==> src/design/assert_macros.svh <==
// Assertion macros for the design files.
`ifndef ASSERT_MACROS_SVH
`define ASSERT_MACROS_SVH
`ifndef ASSERT_OFF
// Condition must hold at every clock edge outside reset.
`define ASSERT_ALWAYS(label, clk, rst_n, cond) \
	label: assert property (@(posedge clk) disable iff (!rst_n) (cond)) \
		else $error("assertion failed");
// Antecedent implies consequent in the same cycle.
`define ASSERT_IMPLIES(label, clk, rst_n, ante, cons) \
	label: assert property (@(posedge clk) disable iff (!rst_n) (ante) |-> (cons)) \
		else $error("assertion failed");
// Antecedent implies consequent in the next cycle.
`define ASSERT_NEXT(label, clk, rst_n, ante, cons) \
	label: assert property (@(posedge clk) disable iff (!rst_n) (ante) |=> (cons)) \
		else $error("assertion failed");
`else
`define ASSERT_ALWAYS(label, clk, rst_n, cond)
`define ASSERT_IMPLIES(label, clk, rst_n, ante, cons)
`define ASSERT_NEXT(label, clk, rst_n, ante, cons)
`endif
`endif

==> src/design/nqg_pkg.sv <==
// Shared widths and status codes for the N-queens solution generator.
package nqg_pkg;
	localparam int SIZE_W  = 5;
	localparam int COL_W   = 4;
	localparam int COUNT_W = 24;
	localparam int PLACE_W = 64;
	localparam int ROWS_IN_WORD = PLACE_W / COL_W;

	typedef logic [SIZE_W-1:0]  size_t;
	typedef logic [COL_W-1:0]   col_t;
	typedef logic [COUNT_W-1:0] count_t;

	typedef enum logic [1:0] {
		STATUS_SOLUTION  = 2'd0,
		STATUS_EXHAUSTED = 2'd1,
		STATUS_NONE      = 2'd2
	} status_t;
endpackage

==> src/design/nqg_conflict.sv <==
// Shared attack check: one placed queen against the candidate square.
module nqg_conflict (
	input  nqg_pkg::col_t  q,
	input  nqg_pkg::size_t col,
	input  nqg_pkg::size_t row_gap,
	output logic           hit
);
	import nqg_pkg::*;

	size_t q_ext;
	size_t diff;

	// same column, or column distance equals row distance (diagonal)
	always_comb begin
		q_ext = SIZE_W'(q);
		diff  = (q_ext > col) ? (q_ext - col) : (col - q_ext);
		hit   = (q_ext == col) || (diff == row_gap);
	end
endmodule

==> src/design/n_queens_solution_generator.sv <==
// Top level: N-queens backtracking search with a shared attack-check unit.
//
//  channel | signals                                        | direction
//  --------+------------------------------------------------+----------
//  cfg     | cfg_we, cfg_wdata (board_size)                 | in
//  request | in_valid, in_ready, restart                    | in
//  result  | out_valid, out_ready, placement,               | out
//          | solution_number, status                        |
//
// One request at a time; in_ready is high only while the sequencer is idle.
// Each candidate square takes a try step, then a check step for each earlier
// row examined by the shared attack-check unit (first row: try step only);
// each backtrack step passes through try (column run out), then back (fetch of
// the row's column). Total search time depends on the board and the search
// position; an already exhausted search goes from idle straight to emit.
// Reset (arst_n low) clears the search and sets the board size to 8.
// A finished result waits in the output register; the sequencer holds its
// last step until the register is free.
module n_queens_solution_generator #(
	parameter int MAX_BOARD = 16
) (
	input  logic                         clk,
	input  logic                         arst_n,
	input  logic                         cfg_we,
	input  nqg_pkg::size_t               cfg_wdata,
	input  logic                         in_valid,
	output logic                         in_ready,
	input  logic                         restart,
	output logic                         out_valid,
	input  logic                         out_ready,
	output logic [nqg_pkg::PLACE_W-1:0]  placement,
	output nqg_pkg::count_t              solution_number,
	output logic [1:0]                   status
);
	import nqg_pkg::*;

	localparam int ROW_W = $clog2(MAX_BOARD + 1);
	localparam int IDX_W = (MAX_BOARD > 1) ? $clog2(MAX_BOARD) : 1;
	localparam size_t MAX_N = SIZE_W'(MAX_BOARD);

	typedef enum logic [2:0] {
		ST_IDLE,
		ST_BACK,
		ST_TRY,
		ST_CHECK,
		ST_EMIT
	} state_t;

	state_t             state_q;
	size_t              board_size_q;
	size_t              n_q;
	logic [ROW_W-1:0]   row_q;
	logic [ROW_W-1:0]   chk_q;
	size_t              col_q;
	count_t             count_q;
	logic               active_q;
	logic               exhausted_q;
	logic               found_q;
	col_t               qc_q [MAX_BOARD];

	logic               out_valid_q;
	logic [PLACE_W-1:0] placement_q;
	count_t             number_q;
	status_t            status_q;

	size_t              eff_size;
	logic [IDX_W-1:0]   rd_idx;
	col_t               qc_rd;
	logic               hit;
	logic               fresh;
	logic               out_free;
	logic [ROW_W-1:0]   row_inc;
	logic [ROW_W-1:0]   chk_inc;
	logic [PLACE_W-1:0] placement_d;
	count_t             count_inc;
	logic               searching;
	logic               blank_report;

	// board size as used by a new search
	always_comb begin
		if (board_size_q == '0)
			eff_size = SIZE_W'(1);
		else if (board_size_q > MAX_N)
			eff_size = MAX_N;
		else
			eff_size = board_size_q;
	end

	// single read port on the column store: check row or backtrack row
	assign rd_idx    = (state_q == ST_CHECK) ? chk_q[IDX_W-1:0] : row_q[IDX_W-1:0];
	assign qc_rd     = qc_q[rd_idx];
	assign row_inc   = row_q + ROW_W'(1);
	assign chk_inc   = chk_q + ROW_W'(1);
	assign count_inc = count_q + COUNT_W'(1);
	assign fresh     = restart || (!active_q && !exhausted_q);
	assign out_free  = !out_valid_q || out_ready;

	nqg_conflict u_conflict (
		.q       (qc_rd),
		.col     (col_q),
		.row_gap (SIZE_W'(row_q - chk_q)),
		.hit     (hit)
	);

	// pack the placed columns, rows beyond the board read as zero
	genvar gr;
	generate
		for (gr = 0; gr < ROWS_IN_WORD; gr++) begin : g_pack
			if (gr < MAX_BOARD) begin : g_row
				assign placement_d[gr*COL_W +: COL_W] =
					(SIZE_W'(gr) < n_q) ? qc_q[gr] : '0;
			end else begin : g_zero
				assign placement_d[gr*COL_W +: COL_W] = '0;
			end
		end
	endgenerate

	// configuration register
	always_ff @(posedge clk or negedge arst_n) begin
		if (!arst_n)
			board_size_q <= SIZE_W'(8);
		else if (cfg_we)
			board_size_q <= cfg_wdata;
	end

	// column store: written when a queen is placed
	always_ff @(posedge clk) begin
		if ((state_q == ST_TRY && col_q < n_q && row_q == '0) ||
		    (state_q == ST_CHECK && !hit && chk_inc == row_q))
			qc_q[row_q[IDX_W-1:0]] <= col_q[COL_W-1:0];
	end

	// search sequencer and output register
	always_ff @(posedge clk or negedge arst_n) begin
		if (!arst_n) begin
			state_q     <= ST_IDLE;
			n_q         <= '0;
			row_q       <= '0;
			chk_q       <= '0;
			col_q       <= '0;
			count_q     <= '0;
			active_q    <= 1'b0;
			exhausted_q <= 1'b0;
			found_q     <= 1'b0;
			out_valid_q <= 1'b0;
			placement_q <= '0;
			number_q    <= '0;
			status_q    <= STATUS_SOLUTION;
		end else begin
			// taken result; a result reloaded in the same cycle is set below
			if (out_valid_q && out_ready && state_q != ST_EMIT)
				out_valid_q <= 1'b0;

			unique case (state_q)
				ST_IDLE: begin
					if (in_valid) begin
						if (fresh) begin
							n_q         <= eff_size;
							count_q     <= '0;
							active_q    <= 1'b1;
							exhausted_q <= 1'b0;
							row_q       <= '0;
							col_q       <= '0;
							state_q     <= ST_TRY;
						end else if (active_q) begin
							// resume after the last solution from the bottom row
							row_q   <= ROW_W'(n_q - SIZE_W'(1));
							state_q <= ST_BACK;
						end else begin
							found_q <= 1'b0;
							state_q <= ST_EMIT;
						end
					end
				end
				ST_BACK: begin
					col_q   <= SIZE_W'(qc_rd) + SIZE_W'(1);
					state_q <= ST_TRY;
				end
				ST_TRY: begin
					if (col_q >= n_q) begin
						if (row_q == '0) begin
							active_q    <= 1'b0;
							exhausted_q <= 1'b1;
							found_q     <= 1'b0;
							state_q     <= ST_EMIT;
						end else begin
							row_q   <= row_q - ROW_W'(1);
							state_q <= ST_BACK;
						end
					end else if (row_q == '0) begin
						// first row is always safe
						if (SIZE_W'(row_inc) == n_q) begin
							found_q <= 1'b1;
							state_q <= ST_EMIT;
						end else begin
							row_q   <= row_inc;
							col_q   <= '0;
							state_q <= ST_TRY;
						end
					end else begin
						chk_q   <= '0;
						state_q <= ST_CHECK;
					end
				end
				ST_CHECK: begin
					if (hit) begin
						col_q   <= col_q + SIZE_W'(1);
						state_q <= ST_TRY;
					end else if (chk_inc == row_q) begin
						if (SIZE_W'(row_inc) == n_q) begin
							found_q <= 1'b1;
							state_q <= ST_EMIT;
						end else begin
							row_q   <= row_inc;
							col_q   <= '0;
							state_q <= ST_TRY;
						end
					end else begin
						chk_q <= chk_inc;
					end
				end
				ST_EMIT: begin
					if (out_free) begin
						out_valid_q <= 1'b1;
						if (found_q) begin
							count_q     <= count_inc;
							placement_q <= placement_d;
							number_q    <= count_inc;
							status_q    <= STATUS_SOLUTION;
						end else begin
							placement_q <= '0;
							number_q    <= '0;
							status_q    <= (count_q != '0) ? STATUS_EXHAUSTED : STATUS_NONE;
						end
						state_q <= ST_IDLE;
					end
				end
				default: state_q <= ST_IDLE;
			endcase
		end
	end

	assign in_ready        = (state_q == ST_IDLE);
	assign out_valid       = out_valid_q;
	assign placement       = placement_q;
	assign solution_number = number_q;
	assign status          = status_q;

	// terms used by the checks below
	assign searching    = (state_q == ST_BACK) || (state_q == ST_TRY) || (state_q == ST_CHECK);
	assign blank_report = (placement_q == '0) && (number_q == '0);

	`include "assert_macros.svh"

	`ASSERT_ALWAYS(a_active_excl, clk, arst_n, !(active_q && exhausted_q))
	`ASSERT_IMPLIES(a_search_active, clk, arst_n, searching, active_q)
	`ASSERT_IMPLIES(a_chk_below_row, clk, arst_n, state_q == ST_CHECK, chk_q < row_q)
	`ASSERT_IMPLIES(a_size_range, clk, arst_n, active_q, (n_q != '0) && (n_q <= MAX_N))
	`ASSERT_IMPLIES(a_empty_report, clk, arst_n, out_valid_q && (status_q != STATUS_SOLUTION), blank_report)
endmodule

==> config.mk <==
export PLATFORM = sky130hd
export DESIGN_NAME = n_queens_solution_generator
export DESIGN_NICKNAME = d
export VERILOG_FILES = /design/src/design/nqg_pkg.sv /design/src/design/nqg_conflict.sv /design/src/design/n_queens_solution_generator.sv
export VERILOG_INCLUDE_DIRS = /design/src /design/src/design
export SDC_FILE = /design/constraint.sdc
export NUM_CORES = 1
export LEC_CHECK = 0
export ABC_AREA = 1
export BUFFER_PORTS_ARGS = -buffer_cell sky130_fd_sc_hd__buf_4
export CORE_ASPECT_RATIO = 1.5
export CORE_UTILIZATION = 45
export DETAILED_ROUTE_END_ITERATION = 16
export MAX_ROUTING_LAYER = met4
export PLACE_DENSITY_LB_ADDON = 0.25
export SETUP_SLACK_MARGIN = 0.1
export SLEW_MARGIN = 5
export SYNTH_ARGS = -nofsm -noshare
export SYNTH_HDL_FRONTEND = slang
export SYNTH_HIERARCHICAL = 1
export SYNTH_SLANG_ARGS = --single-unit
==> constraint.sdc <==
create_clock -name clk -period 4.8 [get_ports clk]
set_input_delay 0.48 -clock clk [delete_from_list [all_inputs] [get_ports clk]]
set_output_delay 0.48 -clock clk [all_outputs]
set_load 0.005 [all_outputs]
; After elaboration in Yosys (flattened, before gate mapping)
; Memories as Yosys holds them, arrays and structs flattened.
; Index checks and enable logic that the tools add are counted.
[totals]
ff_bits = 146
latchBits = 0
mem_bits_rw = 64
mem_bits_ro = 0
out_inout_bits = 92
n_memories = 1
[op_classes]
n_addsub = 10
n_mul = 0
n_div = 0
order_cmp = 20
eq_ne = 26
n_shift = 0
muxes = 87
bitwise = 0
n_reduce_logical = 33
[mem_list]
columns = memory, words, word_bits, read_ports, rd_clocked_by_memory_dff, wr, line
row1 = qc_q, 16, 4, 17, 0, 1, n_queens_solution_generator.sv:59  ; col_t qc_q [MAX_BOARD];
[ops]
columns = op, n
row1 = 2-to-1 mux 24 bit, 5
row2 = 2-to-1 mux 5 bit, 23
row3 = 2-to-1 mux 4 bit, 17
row4 = 2-to-1 mux 64 bit, 1
row5 = case mux 24 bit (2 select lines), 1
row6 = less-than comparator 4 x 5 -> 1 bit (first input constant), 8
row7 = 2-to-1 mux 3 bit, 10
row8 = adder 24 x 1 -> 24 bit (second input constant), 1
row9 = inequality test 2 bit (second input constant), 12
row10 = nonzero test 24 bit, 1
row11 = 2-to-1 mux 1 bit, 21
row12 = less-than comparator 3 x 5 -> 1 bit (first input constant), 4
row13 = case mux 5 bit (4 select lines), 1
row14 = adder 5 x 1 -> 5 bit (second input constant), 3
row15 = == test 5 bit, 3
row16 = case mux 3 bit (5 select lines), 1
row17 = case mux 5 bit (3 select lines), 1
row18 = AND reduction 5 bit, 3
row19 = AND reduction 7 bit, 2
row20 = inequality test 3 bit (second input constant), 4
row21 = zero test 5 bit, 2
row22 = less-than comparator 1 x 5 -> 1 bit (first input constant), 2
row23 = less-than comparator 2 x 5 -> 1 bit (first input constant), 2
row24 = case mux 5 bit (2 select lines), 1
row25 = 28 further kinds, 47

; Depth between registers and ports, before layout
; An unclocked memory read counts as a cell.
[depth]
depth_word = 13
mapped_depth = 36
ltp_nobuf = 34

; By module
; The synthesis kept the hierarchy.
[modules_own_cells]
columns = mod, n_inst, cells_each, area_each_um2, seq_area_each_um2
row1 = n_queens_solution_generator, 1, 1066, 10103.4, 5576.6
row2 = nqg_conflict, 1, 99, 600.6, 0.0

; Least setup slack after synthesis
; Ideal clock, no wire load.
[synth_path]
path_kind = register to register
start = register state_q[2]
end = memory qc_q[0][0] in the netlist's numbering, enable pin
arrival_ps = 3477
slack_ps = 994
path_stages_with_launch = 31
n_path_buf = 4
cell_sequence = dfrtp_1 -> buf_6 -> inv_2 -> nand3_4 -> buf_6 -> o21ai_4 -> buf_6 -> o211ai_1 -> nand3_1 -> nand3_1 -> nand2_2 -> inv_1 -> ha_1 -> buf_6 -> nand2_1 -> nand2_2 -> nand2_2 -> nand3_4 -> nand2_4 -> nand2_2 -> nand2_1 -> nand2_1 -> nand2_1 -> inv_1 -> nand3_1 -> nand2_1 -> nor2_1 -> nand2_1 -> nand2_1 -> nand2_1 -> nor2_1
[synth_between]
elab_chain_len = 13
[synth_lines]
columns = item, line
row1 = start: declaration, n_queens_solution_generator.sv:49  ; state_t state_q;
row2 = start signal: assignment, n_queens_solution_generator.sv:136  ; state_q <= ST_IDLE;
row3 = start signal: assignment, n_queens_solution_generator.sv:164  ; state_q <= ST_TRY;
row4 = start signal: assignment, n_queens_solution_generator.sv:168  ; state_q <= ST_BACK;
row5 = == test 3 x 2 -> 1 bit *, n_queens_solution_generator.sv:90  ; assign rd_idx = (state_q == ST_CHECK) ? chk_q[IDX_W-1:0] : row_q[IDX_W-1:0];
row6 = 2-to-1 mux 4 bit *, n_queens_solution_generator.sv:90
row7 = memory read (16 x 4 bit) *, --
row8 = via qc_rd[2], n_queens_solution_generator.sv:68  ; col_t qc_rd;
row9 = subtractor 5 x 4 -> 5 bit (tied with other cells), nqg_conflict.sv:16  ; diff = (q_ext > col) ? (q_ext - col) : (col - q_ext);
row10 = 2-to-1 mux 5 bit, nqg_conflict.sv:16
row11 = == test 5 bit, nqg_conflict.sv:17  ; hit = (q_ext == col) || (diff == row_gap);
row12 = logical OR 1 bit *, nqg_conflict.sv:17
row13 = via hit, n_queens_solution_generator.sv:69  ; logic hit;
row14 = zero test 1 bit *, n_queens_solution_generator.sv:129  ; (state_q == ST_CHECK && !hit && chk_inc == row_q))
row15 = logical AND 1 bit * (2 in series), n_queens_solution_generator.sv:129
row16 = logical OR 1 bit *, n_queens_solution_generator.sv:128  ; if ((state_q == ST_TRY && col_q < n_q && row_q == '0) ||
row17 = 2-to-1 mux 1 bit *, n_queens_solution_generator.sv:128
row18 = 2-to-1 mux 1 bit (implied by the code) *, n_queens_solution_generator.sv:130  ; qc_q[row_q[IDX_W-1:0]] <= col_q[COL_W-1:0];
row19 = end: declaration, n_queens_solution_generator.sv:59
; Mark *: on every way through the listed nets, which the timed path passes. The rest lies on a longest branch.

; Worst setup path after layout
[layout_path]
start = register chk_q[1]
end = memory qc_q[3][2] in the netlist's numbering, enable pin
[layout_between]
elab_chain_len = 12
[layout_lines]
columns = item, line
row1 = start: declaration, n_queens_solution_generator.sv:53  ; logic [ROW_W-1:0] chk_q;
row2 = start signal: assignment, n_queens_solution_generator.sv:219  ; chk_q <= chk_inc;
row3 = 2-to-1 mux 4 bit *, n_queens_solution_generator.sv:90
row4 = memory read (16 x 4 bit) *, --
row5 = via qc_rd[3], n_queens_solution_generator.sv:68
row6 = subtractor 5 x 4 -> 5 bit (tied with other cells), nqg_conflict.sv:16
row7 = 2-to-1 mux 5 bit, nqg_conflict.sv:16
row8 = == test 5 bit, nqg_conflict.sv:17
row9 = logical OR 1 bit *, nqg_conflict.sv:17
row10 = via hit, n_queens_solution_generator.sv:69
row11 = zero test 1 bit *, n_queens_solution_generator.sv:129
row12 = logical AND 1 bit * (2 in series), n_queens_solution_generator.sv:129
row13 = logical OR 1 bit *, n_queens_solution_generator.sv:128
row14 = 2-to-1 mux 1 bit *, n_queens_solution_generator.sv:128
row15 = 2-to-1 mux 1 bit (implied by the code) *, n_queens_solution_generator.sv:130
; Marked as above.

==> impl_results.md <==
- Ports: 103
- Core region area: 23100 sq um
- DRT iter0 DRCs: 561
- Area leader, netlist: dfrtp_1
- CTS tree: done
- Gate Count Post-Synth: 1165
- Maximum VDD drop: 628 uV
- Layout Area Growth over Synthesis: 19.3%
- NumNets Final: 1324
- Vias in the first global route: 8681
- Critical path arrival: 4.50 ns
- Clk_lat worst skew: 0.51 ns
- CP peak stage delay: 0.60 ns
- CP Max Fanout: 14
- Final Power: 8.41 mW
- Max_cap viols: 0
- RSZ-0062 raised after global routing: no
- Crit start category: flop
- Largest cells by area after synthesis: dfrtp_1 34%, edfxtp_1 18%, nand2_1 10%, nand3_1 5.1%, inv_1 4.7%
- Sequential share of the synthesized area: 0.521
- Min Clock Period, post-route: 4.30 ns
- Largest net degree at the start of global routing: 93
- Slew @ Worst Pin: 0.988 ns
- Final setup fails: 0
- Leak: 6.04 nW
- Status: finished clean
- Initial antenna violation count: 0
- WP data required: 5.01 ns
- Via count: 8711
- Avg Inst Size Synth: 9.19 sq um
- Flops & latches, synth: 210
- Clock sink count: 210
- Row cnt: 68
- Ant. Diodes: 0
- Post-Syn Area: 10700 sq um
- Commonest non-fill, non-tap cell in the layout: nand2_1
- CTS H-tree lvls: 1
- Final number of hold-violating endpoints: 0
- Global-route wire length before repair: 47300 microns
- Placed Instance Area: 11800 sq um
- Initial core utilization: 0.463
- Filler Cells Inserted: 2132
- Post-Layout Cell Count: 1611
- Die X: 128 microns
- Clock root cell: clkbuf_16
- CP max-delay cell: dfrtp_1
- Clock buffer depth: 3
- Post-synth EDFFs: 64
- ANT nets after route: 0
- Final clock skew: 0.0105 ns
- Post-synthesis async set-or-reset flop share: 0.695
- Die Y: 191 microns
- Pre-antenna DRT Iters: 7
- Global route total overflow: 0
- DR WL/cell: 18.8 microns
- Placed cell count: 1567
- Pwr Density: 658 nW/um^2
- Cell family with most CP delay: simple AND/OR/NAND/NOR gates
- Synth cell types: 54
- Most frequent cells in the layout: 277 x nand2_1, 144 x dfrtp_1, 132 x inv_1
- Critical path class: reg2reg
- Total GRT Usage: 0.261
- Detailed Place HPWL: 22500 microns
- Worst-path clk slew: 0.06 ns
- Setup_tns: 0 ns
- Port bufs: 102
- Max-slew headroom: 0.341
- Yosys top cell area share: 0.339
- Yosys warns: 6
- Final Cycle Share: 0.895
- Drt via density: 5.41
- Ys flop type: dfrtp_1
- Critical path capture point type: flop
- Drt total wl: 30300 microns
- Most used cell, CP: nand2_1
- Bufs and invs on worst path: 5
- Layout cells sized above 1: 0.192
- DRC: 0
- Gpl congestion: 0.954
- Cell area after layout: 12800 sq um
- Final Max Tran Viols: 0
- Min-Delay Path Class: in2reg
- Max Freq: 233 MHz
- Post-Syn Nets: 1208
- Cts bufs inserted: 21
- Die Footprint: 24400 sq um
[stage by stage]
step	setup WS, ns	hold slack [ns]	utilization
after global routing	0.111	0.187	0.552
final	0.502	0.183	0.552
after detailed placement	0.244	0.404	0.511
after floorplan	0.994	0.184	-
after global placement	0.365	0.406	0.511
after CTS	0.210	0.179	0.543
[registers in the layout (all words and copies together) (netlist names), 2 cells and up]
name / flops
board_size_q: 5
chk_q: 5
col_q: 5
count_q: 24
n_q: 5
placement: 64
qc_q: 64
row_q: 5
solution_number: 24
state_q: 3
status: 2
[worst register-to-register path: stages (launching register included)]
cell and delay (ns):
dfrtp_1 0.60, inv_1 0.23, o21ai_4 0.40, buf_4 0.19, nand3_1 0.08, nand2_1 0.07, nand2_1 0.05, nand3_1 0.10
nand2_1 0.12, inv_1 0.08, ha_1 0.30, inv_2 0.16, nor2_4 0.05, nand2_2 0.09, nand3_4 0.13, nand2_4 0.13
nand2_2 0.06, nand2_1 0.06, nand2_1 0.04, nand2_1 0.05, inv_1 0.03, nand3_1 0.07, nand2_1 0.10, nor2_1 0.15
nand2_1 0.10, nand2_2 0.17, nand2_2 0.19, nor2_4 0.19
[cells by family (layout without fill, tap and decap cells)]
logic type,Yosys count,after routing,share of synthesized area
multiplexers,2,2,0.00210
buffers and inverters,180,310,0.0714
XOR/XNOR,32,32,0.0262
AO/OA/AOI/OAI,181,182,0.116
adder cells (fa/ha/maj),32,32,0.0395
AND/OR/NAND/NOR,528,528,0.224
flip-flops,210,210,0.521
[final timing paths]
check	depth (start not counted)	slack (ns)	startpoint	endpoint
setup / recovery	27	0.50	chk_q[1]	qc_q[3][2]
hold / removal	3	0.18	cfg_wdata[1]	board_size_q[1]
setup reg to reg	27	0.50	chk_q[1]	qc_q[3][2]
hold reg to reg	2	0.48	solution_number[6]	solution_number[6]
max in group asynchronous	3	3.25	arst_n	state_q[0]
min in group asynchronous	2	0.44	arst_n	solution_number[5]
[where the power goes]
group,internal (mW),total [mW],switching [mW]
Clock,1.08,1.79,0.711
Combinational,1.47,4.32,2.85
Sequential,2.08,2.30,0.217
Total,4.63,8.41,3.78
[final cells by class]
cell class | count | area, sq um | share of cell area
clock buffer | 24 | 537 | 0.0420
sequential | 210 | 5580 | 0.437
timing repair buffer | 129 | 987 | 0.0773
multi-input combinational | 776 | 4540 | 0.355
tap | 315 | 394 | 0.0309
inverter | 143 | 537 | 0.0420
clock inverter | 14 | 205 | 0.0161
[Yosys cell counts, drive strengths merged, types with 6 or more instances]
| library cell | count |
|---|---|
| xor2 | 27 |
| o22ai | 7 |
| edfxtp | 64 |
| nand2 | 297 |
| a21oi | 23 |
| or2 | 6 |
| o211ai | 9 |
| clkbuf | 18 |
| o21ai | 84 |
| dfrtp | 145 |
| a32o | 42 |
| nor2 | 70 |
| nor4 | 7 |
| buf | 19 |
| nand3 | 116 |
| inv | 142 |
| nor3 | 15 |
| ha | 29 |
| nand4 | 14 |
[timing repair]
item | in CTS | in global routing
buffers inserted | 0 | 4
hold buffers | 1 | 0
setup endpoints to repair | 0 | 83
hold endpoints to repair | 37 | 0
gates resized for setup | 0 | 44
[routing by layer]
metal / up-vias / track usage / share of wire
met1: 4186 / 0.289 / 0.38
li1: 4170 / - / -
met4: 0 / 0.106 / 0.036
met5: - / - / 0
met2: 284 / 0.471 / 0.54
met3: 71 / 0.0319 / 0.045
(Power assumes the default switching activity.)
